`config.mk`:
```
export PLATFORM = sky130hd
export DESIGN_NAME = byte_ring_fifo_with_delimiter_take_top
export DESIGN_NICKNAME = d
export VERILOG_FILES = /design/src/rtl/core/brfd_pkg.sv /design/src/rtl/core/brfd_ram.sv /design/src/rtl/core/byte_ring_fifo_with_delimiter_take_top.sv
export VERILOG_INCLUDE_DIRS = /design/src /design/src/rtl/core
export SDC_FILE = /design/constraint.sdc
export NUM_CORES = 1
export LEC_CHECK = 0
export BUFFER_PORTS_ARGS = -buffer_cell sky130_fd_sc_hd__buf_4
export CAP_MARGIN = 5
export CORE_ASPECT_RATIO = 1.5
export CORE_MARGIN = 3
export CORE_UTILIZATION = 55
export CTS_BUF_LIST = sky130_fd_sc_hd__clkbuf_4
export CTS_CLUSTER_DIAMETER = 80
export CTS_CLUSTER_SIZE = 14
export DETAILED_ROUTE_END_ITERATION = 7
export GPL_TIMING_DRIVEN = 1
export PLACE_DENSITY = 0.75
export REMOVE_ABC_BUFFERS = 1
export SLEW_MARGIN = 20
export SYNTH_ARGS = -nofsm -noshare
export SYNTH_HDL_FRONTEND = slang
export SYNTH_SLANG_ARGS = --single-unit
```
`constraint.sdc`:
```
create_clock -name clk_i -period 3 [get_ports clk_i]
set_input_delay 0.45 -clock clk_i [delete_from_list [all_inputs] [get_ports clk_i]]
set_output_delay 0.45 -clock clk_i [all_outputs]
set_load 0.01 [all_outputs]
```
`src/rtl/core/byte_ring_fifo_with_delimiter_take_top_assert.svh`:
```
// Assertion macros for the byte ring FIFO top level.
`ifndef BYTE_RING_FIFO_WITH_DELIMITER_TAKE_TOP_ASSERT_SVH
`define BYTE_RING_FIFO_WITH_DELIMITER_TAKE_TOP_ASSERT_SVH

`ifndef SYNTHESIS
`define BRFD_ASSERT(lbl, clk, rst_n, prop, msg) \
  lbl: assert property (@(posedge clk) disable iff (!rst_n) (prop)) else $error(msg);
`define BRFD_ASSERT_NEVER(lbl, clk, rst_n, prop, msg) \
  lbl: assert property (@(posedge clk) disable iff (!rst_n) !(prop)) else $error(msg);
`else
`define BRFD_ASSERT(lbl, clk, rst_n, prop, msg)
`define BRFD_ASSERT_NEVER(lbl, clk, rst_n, prop, msg)
`endif

`endif

```
`src/rtl/core/brfd_pkg.sv`:
```
// Shared types, constants and helper functions of the byte ring FIFO.
package brfd_pkg;

  localparam int DEPTH = 64;
  localparam int PTR_W = $clog2(DEPTH);
  localparam int CNT_W = $clog2(DEPTH + 1);

  localparam int MODE_W  = 3;
  localparam int BYTE_W  = 8;
  localparam int RCNT_W  = 7;
  localparam int FREE_W  = 7;
  localparam int USED_W  = 3;
  localparam int CFG_IDX_W = 3;
  localparam int CFG_DATA_W = 8;

  typedef enum logic [MODE_W-1:0] {
    MODE_WRITE  = 3'd0,
    MODE_READ   = 3'd1,
    MODE_TAKE   = 3'd2,
    MODE_DRAIN  = 3'd3,
    MODE_CLEAR  = 3'd4,
    MODE_STATUS = 3'd5
  } mode_e;

  typedef enum logic [CFG_IDX_W-1:0] {
    CFG_DELIM_USED = 3'd0,
    CFG_DELIM_A    = 3'd1,
    CFG_DELIM_B    = 3'd2,
    CFG_DELIM_C    = 3'd3,
    CFG_DELIM_D    = 3'd4
  } cfg_reg_e;

  typedef enum logic {
    ST_IDLE,
    ST_BURST
  } state_e;

  typedef struct packed {
    logic [MODE_W-1:0] mode;
    logic [BYTE_W-1:0] in_byte;
    logic [RCNT_W-1:0] read_count;
  } in_item_t;

  typedef struct packed {
    logic [BYTE_W-1:0] out_byte;
    logic              byte_valid;
    logic              accepted;
    logic              last;
    logic [FREE_W-1:0] free_count;
    logic              is_empty;
    logic              is_full;
  } out_item_t;

  // Ring pointer increment that wraps at DEPTH, also for depths that are not a power of two.
  function automatic logic [PTR_W-1:0] ptr_inc(logic [PTR_W-1:0] ptr);
    return (ptr == PTR_W'(DEPTH - 1)) ? '0 : ptr + PTR_W'(1);
  endfunction

  // True when the byte matches one of the delimiters in use; counts above four act as four.
  function automatic logic delim_hit(logic [BYTE_W-1:0] b, logic [USED_W-1:0] used,
                                     logic [BYTE_W-1:0] d0, logic [BYTE_W-1:0] d1,
                                     logic [BYTE_W-1:0] d2, logic [BYTE_W-1:0] d3);
    return ((used >= USED_W'(1)) && (b == d0)) ||
           ((used >= USED_W'(2)) && (b == d1)) ||
           ((used >= USED_W'(3)) && (b == d2)) ||
           ((used >= USED_W'(4)) && (b == d3));
  endfunction

endpackage

```
`src/rtl/core/brfd_ram.sv`:
```
// Generic single write port, single read port RAM with registered read data.
module brfd_ram #(
  parameter int WIDTH = 8,
  parameter int DEPTH = 64
) (
  input  logic                     clk_i,
  input  logic                     we_i,
  input  logic [$clog2(DEPTH)-1:0] waddr_i,
  input  logic [WIDTH-1:0]         wdata_i,
  input  logic                     re_i,
  input  logic [$clog2(DEPTH)-1:0] raddr_i,
  output logic [WIDTH-1:0]         rdata_o
);

  logic [WIDTH-1:0] mem_q [DEPTH];
  logic [WIDTH-1:0] rdata_q;

  always_ff @(posedge clk_i) begin
    if (we_i) begin
      mem_q[waddr_i] <= wdata_i;
    end
    if (re_i) begin
      rdata_q <= mem_q[raddr_i];
    end
  end

  assign rdata_o = rdata_q;

endmodule

```
`src/rtl/core/byte_ring_fifo_with_delimiter_take_top.sv`:
```
// Top level of the byte ring FIFO with delimiter take.
`include "byte_ring_fifo_with_delimiter_take_top_assert.svh"

// A ring of DEPTH bytes in a synchronous RAM, driven by a command port. A command is
// taken at a rising edge where start_i is high and busy_o is low. Write, clear, status
// and any read command that finds nothing to take give exactly one result. A read
// command that takes n bytes (read count, take to delimiter, drain) keeps busy_o high
// until its last byte is out and gives n results; from the second byte on one byte
// streams out per cycle, paced by the single read port of the byte store and its
// registered read data. Each result shows on res_o for exactly one cycle with
// res_valid_o high, one cycle after the edge that produced it, and there is no
// back-pressure: the receiver must take every transfer as it comes. Every result
// carries the free space and the empty and full flags as they stand after that
// result. Configuration writes on cfg_we_i are taken at once and are meant for
// times when the block is idle. The byte store has no reset; only written entries
// are ever read.
module byte_ring_fifo_with_delimiter_take_top (
  input  logic                                  clk_i,
  input  logic                                  rst_ni,
  input  logic                                  start_i,
  output logic                                  busy_o,
  input  brfd_pkg::in_item_t                    item_i,
  input  logic                                  cfg_we_i,
  input  logic [brfd_pkg::CFG_IDX_W-1:0]        cfg_idx_i,
  input  logic [brfd_pkg::CFG_DATA_W-1:0]       cfg_wdata_i,
  output logic                                  res_valid_o,
  output brfd_pkg::out_item_t                   res_o
);
  import brfd_pkg::*;

  // Configuration registers.
  logic [USED_W-1:0] delim_used_q;
  logic [BYTE_W-1:0] delim_a_q, delim_b_q, delim_c_q, delim_d_q;

  // Ring control state. The fill count stands in for the empty flag: it tells a
  // full ring from an empty one when the pointers meet.
  state_e           state_q, state_d;
  logic [PTR_W-1:0] rd_ptr_q, rd_ptr_d;
  logic [PTR_W-1:0] wr_ptr_q, wr_ptr_d;
  logic [CNT_W-1:0] held_q, held_d;

  // Burst bookkeeping. The issue side runs one entry ahead of the emit side because
  // read data arrives in the cycle after its address.
  logic [CNT_W-1:0] rem_q, rem_d;
  logic [CNT_W-1:0] iss_left_q, iss_left_d;
  logic [PTR_W-1:0] iss_ptr_q, iss_ptr_d;
  logic             pend_q, pend_d;
  logic             take_q, take_d;

  // Result register.
  out_item_t res_q, res_d;
  logic      res_vld_q, res_vld_d;

  // RAM port signals.
  logic              ram_we;
  logic              ram_re;
  logic [BYTE_W-1:0] ram_rdata;

  logic              last_byte;
  logic [CNT_W-1:0]  take_n;
  logic [CNT_W-1:0]  held_dec;

  brfd_ram #(
    .WIDTH (BYTE_W),
    .DEPTH (DEPTH)
  ) u_store (
    .clk_i   (clk_i),
    .we_i    (ram_we),
    .waddr_i (wr_ptr_q),
    .wdata_i (item_i.in_byte),
    .re_i    (ram_re),
    .raddr_i (iss_ptr_q),
    .rdata_o (ram_rdata)
  );

  // Builds an empty result whose status fields describe a fill level of h bytes.
  function automatic out_item_t status_res(logic [CNT_W-1:0] h);
    out_item_t r;
    r            = '0;
    r.last       = 1'b1;
    r.free_count = FREE_W'(DEPTH) - FREE_W'(h);
    r.is_empty   = (h == '0);
    r.is_full    = (h == CNT_W'(DEPTH));
    return r;
  endfunction

  // Configuration write port.
  always_ff @(posedge clk_i or negedge rst_ni) begin
    if (!rst_ni) begin
      delim_used_q <= USED_W'(1);
      delim_a_q    <= BYTE_W'(10);
      delim_b_q    <= '0;
      delim_c_q    <= '0;
      delim_d_q    <= '0;
    end else if (cfg_we_i) begin
      case (cfg_reg_e'(cfg_idx_i))
        CFG_DELIM_USED: delim_used_q <= cfg_wdata_i[USED_W-1:0];
        CFG_DELIM_A:    delim_a_q    <= cfg_wdata_i;
        CFG_DELIM_B:    delim_b_q    <= cfg_wdata_i;
        CFG_DELIM_C:    delim_c_q    <= cfg_wdata_i;
        CFG_DELIM_D:    delim_d_q    <= cfg_wdata_i;
        default: begin
        end
      endcase
    end
  end

  always_ff @(posedge clk_i or negedge rst_ni) begin
    if (!rst_ni) begin
      state_q    <= ST_IDLE;
      rd_ptr_q   <= '0;
      wr_ptr_q   <= '0;
      held_q     <= '0;
      rem_q      <= '0;
      iss_left_q <= '0;
      iss_ptr_q  <= '0;
      pend_q     <= 1'b0;
      take_q     <= 1'b0;
      res_vld_q  <= 1'b0;
    end else begin
      state_q    <= state_d;
      rd_ptr_q   <= rd_ptr_d;
      wr_ptr_q   <= wr_ptr_d;
      held_q     <= held_d;
      rem_q      <= rem_d;
      iss_left_q <= iss_left_d;
      iss_ptr_q  <= iss_ptr_d;
      pend_q     <= pend_d;
      take_q     <= take_d;
      res_vld_q  <= res_vld_d;
    end
  end

  always_ff @(posedge clk_i) begin
    res_q <= res_d;
  end

  // The bytes a read count command takes: the smaller of the count and the fill level.
  assign take_n   = (item_i.read_count < RCNT_W'(held_q)) ? item_i.read_count[CNT_W-1:0]
                                                         : held_q;
  assign held_dec = held_q - CNT_W'(1);

  // The byte coming back from the store closes the burst when it is the last one
  // counted or, in take mode, when it is a delimiter.
  assign last_byte = (rem_q == CNT_W'(1)) ||
                     (take_q && delim_hit(ram_rdata, delim_used_q, delim_a_q, delim_b_q,
                                          delim_c_q, delim_d_q));

  always_comb begin
    state_d    = state_q;
    rd_ptr_d   = rd_ptr_q;
    wr_ptr_d   = wr_ptr_q;
    held_d     = held_q;
    rem_d      = rem_q;
    iss_left_d = iss_left_q;
    iss_ptr_d  = iss_ptr_q;
    pend_d     = 1'b0;
    take_d     = take_q;
    res_d      = status_res(held_q);
    res_vld_d  = 1'b0;
    ram_we     = 1'b0;
    ram_re     = 1'b0;

    unique case (state_q)
      ST_IDLE: begin
        if (start_i) begin
          res_vld_d = 1'b1;
          unique case (mode_e'(item_i.mode))
            MODE_WRITE: begin
              if (held_q != CNT_W'(DEPTH)) begin
                ram_we         = 1'b1;
                wr_ptr_d       = ptr_inc(wr_ptr_q);
                held_d         = held_q + CNT_W'(1);
                res_d          = status_res(held_q + CNT_W'(1));
                res_d.accepted = 1'b1;
              end
            end
            MODE_READ, MODE_TAKE, MODE_DRAIN: begin
              if (mode_e'(item_i.mode) == MODE_READ) begin
                rem_d = take_n;
              end else begin
                rem_d = held_q;
              end
              iss_left_d = rem_d;
              iss_ptr_d  = rd_ptr_q;
              take_d     = (mode_e'(item_i.mode) == MODE_TAKE);
              if (rem_d != '0) begin
                // Bytes come out of the burst; no result for the command itself.
                res_vld_d = 1'b0;
                state_d   = ST_BURST;
              end
            end
            MODE_CLEAR: begin
              rd_ptr_d = '0;
              wr_ptr_d = '0;
              held_d   = '0;
              res_d    = status_res('0);
            end
            default: begin
            end
          endcase
        end
      end
      ST_BURST: begin
        if (pend_q) begin
          res_vld_d        = 1'b1;
          res_d            = status_res(held_dec);
          res_d.out_byte   = ram_rdata;
          res_d.byte_valid = 1'b1;
          res_d.last       = last_byte;
          rd_ptr_d         = ptr_inc(rd_ptr_q);
          held_d           = held_dec;
          rem_d            = rem_q - CNT_W'(1);
        end
        if (pend_q && last_byte) begin
          state_d = ST_IDLE;
        end else if (iss_left_q != '0) begin
          ram_re     = 1'b1;
          iss_ptr_d  = ptr_inc(iss_ptr_q);
          iss_left_d = iss_left_q - CNT_W'(1);
          pend_d     = 1'b1;
        end
      end
      default: begin
        state_d = ST_IDLE;
      end
    endcase
  end

  assign busy_o      = (state_q == ST_BURST);
  assign res_valid_o = res_vld_q;
  assign res_o       = res_q;

  // The fill level never goes past the ring size.
  `BRFD_ASSERT(a_held_bound, clk_i, rst_ni, held_q <= CNT_W'(DEPTH), "fill level above depth")
  // Read data is only consumed in the cycle after a read was issued.
  `BRFD_ASSERT(a_pend_follows_read, clk_i, rst_ni, pend_q |-> $past(ram_re), "stale read data")
  // A transfer that empties the ring during a burst must close that burst.
  `BRFD_ASSERT_NEVER(a_empty_closes, clk_i, rst_ni,
    res_valid_o && res_o.byte_valid && res_o.is_empty && !res_o.last,
    "ring emptied without last")
  // No store write happens while a burst is reading the ring.
  `BRFD_ASSERT_NEVER(a_no_write_in_burst, clk_i, rst_ni, busy_o && ram_we, "write during burst")

endmodule

```
==> metrics <==
status=completed; setup slack after placement=162 ps; Pwr Total=0.0222 W; core area=45800 um^2; Num CTS Buffers=50; syn_area_per_cell=18.0 um^2; Worst-path clk slew=approximately 160 ps; RSZ-0062 raised after global routing=no; Final setup viols=0; WS Path Type=register to register; DR vias/cell=about 6.3; Rel. slew slack=0.409; grt met1 use=0.293; Root Driver=clkbuf_4; Post-DRT Antenna Nets=0; total gr overflow=0; Tcrit/Tclk final=0.948; DR WL/cell=roughly 26 um; HPWL after detailed placement=about 38000 um; r2r setup slk=between 150 and 200 ps; Worst setup EP type=register; CTS tree=built; Starting Density=0.558; GR peak layer=met2; Worst-Skew Late Latency=around 800 ps; Endpoint, Worst Hold=delim_used_q[2]$_DFFE_PN0P_; antenna violations before repair=1; Rows=96; Crit Reg-Reg Endpoint=u_store.mem_q[21][5]$_DFFE_PP_; Distinct cells, synth=a little under 70; worst-margin pin slew=just under 900 ps; reg-to-reg startpoint=held_q[0]$_DFFE_PN0P_; Mapped Cells=about 1.4k; H-tree lvl count=2; Main synth FF type=edfxtp_1; hold path startpoint=cfg_idx_i[0]; first-pass GRT wire length=about 90000 um; critical path peak fanout=8; Max Freq=352 MHz; worst r2r path cells=10; full die area=slightly below 50000 um^2; Slowest cell on crit path=dfrtp_1; slowest stage delay, CP=370 ps; # DRC=0; post-route non-filler standard cell count=around 2.2k; final setup margin=roughly 160 ps; die width=182 um; vias in the first global route=14.4k; Leak Pwr=9.38 nW; synth top area cells=edfxtp_1 (61%), mux4_2 (15%), dfrtp_1 (7.3%); Final nets=1630; Warnings, synthesis=0; critical path launch point type=register; DR vias=approximately 14k; overall routing resource usage=0.236; Ports=55; dpl cells=2101; fill count=roughly 3.2k; CTS max path bufs=3; Post-synth EDFFs=520; Critical Path RT=3490 ps; Seq/Total Area, Yosys=0.704; crit path DAT=about 3300 ps; post-synth top area share=0.611; Min Clock Period, post-route=about 2800 ps; share of layout cells above drive strength 1=0.293; PortBufs=54; hold crit path type=input port to register; TritonRoute pass-1 iters=5; Cell Area, Synth=roughly 26000 um^2; Hold Path Depth=3; Max VDD drop=between 0.5 and 0.6 mV; Pins Over Slew Limit=0; Routed WL=57500 um; fraction of registers with async set/reset=0.126; PD cells=approximately 790 nW/um^2; largest net degree at the start of global routing=between 70 and 80; Area Growth Syn to Fin=9.87%; DP Area=27300 um^2; max-cap viol count=0; clk sinks=about 600; Synth area leader=edfxtp_1; fin area=about 28000 um^2; DRT iter0 DRCs=approximately 1.2k; crit-path cells=inv_1 > ha_1 > nor2b_1 > and3_1 > nor3_2 > nand2_1 > inv_2 > nand3_1 > nor2_1 > buf_4; Final Wtd Congestion=0.879; die height=270 um; grt met3 use=0.0243; Final Hold Fails=0; Yosys reg bits=between 600 and 700; worst hold slack=between 100 and 150 ps; Setup Skew=around 48 ps; met2 GRT Util=0.426
[per-stage QoR]
step | utilization | TNS [ps]
3_5_place_dp | 0.597 | 0
4_1_cts | 0.613 | 0
5_1_grt | 0.613 | 0
3_3_place_gp | 0.597 | 0
6_report | 0.613 | 0
2_1_floorplan | - | -49290
[registers in the layout, summed over array words and instances, names as in the netlist]
register and cells:
take_q 1, u_store.mem_q 512, pend_q 1, delim_a_q 8, res_o 20, delim_d_q 8
delim_b_q 8, wr_ptr_q 6, res_valid_o 1, iss_left_q 7, busy_o 1, iss_ptr_q 6
u_store.rdata_o 8, rem_q 7, delim_used_q 3, delim_c_q 8, held_q 7, rd_ptr_q 6
[where the power goes]
group / internal, W / total, W / switching [W]
sequential: 0.00992 / 0.0105 / 0.000618
clock: 0.00105 / 0.00351 / 0.00245
combinational: 0.00401 / 0.00811 / 0.00410
total: 0.0150 / 0.0222 / 0.00717
[Yosys cell counts, drive strengths merged, types with 14 or more instances]
library cell and count:
edfxtp 520, mux4 168, nor2 107, dfrtp 75, o21ai 62, nand2 61
clkbuf 52, mux2 37, nand3 33, a21oi 28, xor2 28, buf 27
dfxtp 20, inv 18, nor3 18, xnor2 16, ha 15, and3 14
[per-layer routing]
layer / up-vias / share of wire
met5: - / 0
met1: 7063 / 0.36
met2: 607 / 0.54
met3: 154 / 0.058
li1: 5977 / -
met4: 0 / 0.045
[how the worst max path moves through the flow]
| stage | to | depth (start not counted) | startpoint | slack, ps |
|---|---|---|---|---|
| 2_1_floorplan | u_store.rdata_o[0]$_DFFE_PP_ | 3 | iss_ptr_q[0]$_DFFE_PN0P_ | -3830 |
| 3_3_place_gp | u_store.mem_q[62][4]$_DFFE_PP_ | 8 | item_i[16] | 210 |
| 3_5_place_dp | u_store.mem_q[21][0]$_DFFE_PP_ | 8 | item_i[16] | 160 |
| 4_1_cts | iss_ptr_q[3]$_DFFE_PN0P_ | 9 | iss_left_q[0]$_DFFE_PN0P_ | 170 |
| 5_1_grt | u_store.mem_q[21][5]$_DFFE_PP_ | 10 | held_q[0]$_DFFE_PN0P_ | 30 |
| 6_report | u_store.mem_q[21][5]$_DFFE_PP_ | 10 | held_q[0]$_DFFE_PN0P_ | 160 |
[layout make-up]
class,count,area (um^2),share of cell area
Clock buffer,69,518,0.0185
Timing Repair Buffer,190,1600,0.0569
Sequential cell,618,18000,0.641
Tap cell,588,736,0.0262
Inverter,20,75.1,0.00268
Multi-Input combinational cell,702,7120,0.254
Clock inverter,3,27.5,0.000981
Antenna cell,1,2.50,0.0000892
[cell usage in the layout, fill, tap and decap left out, drive strengths merged, types with 19 or more instances in the layout]
cell	count
dfxtp	20
edfxtp	520
nand2	61
buf	174
nor2	107
inv	19
mux4	168
mux2	37
clkbuf	69
o21ai	62
a21oi	28
xor2	28
dfrtp	75
nand3	33
[what timing repair did]
item,4_1_cts,5_1_grt
resized for setup,0,1
endpoints found under the setup margin,0,4
buffers inserted,0,1
hold endpoints to repair,116,0
hold buffers,16,0
[critical path, delay by kind of cell (launching register included)]
family,cells,cell delay (ps)
AND/OR/NAND/NOR,6,1450
buffers and inverters,3,500
flip-flops,1,370
adder cells (fa/ha/maj),1,230
[kinds of logic (layout without fill, tap and decap cells)]
kind of cell | Yosys count | after routing | synth area share
flops | 618 | 618 | 0.704
simple gates | 285 | 285 | 0.0533
mux | 212 | 212 | 0.167
compound gates | 146 | 146 | 0.0356
buf+inv | 99 | 282 | 0.0177
xor+xnor | 44 | 44 | 0.0151
fa+ha+maj | 15 | 15 | 0.00735
other cells | 0 | 1 | 0
(Power assumes the default switching activity.)
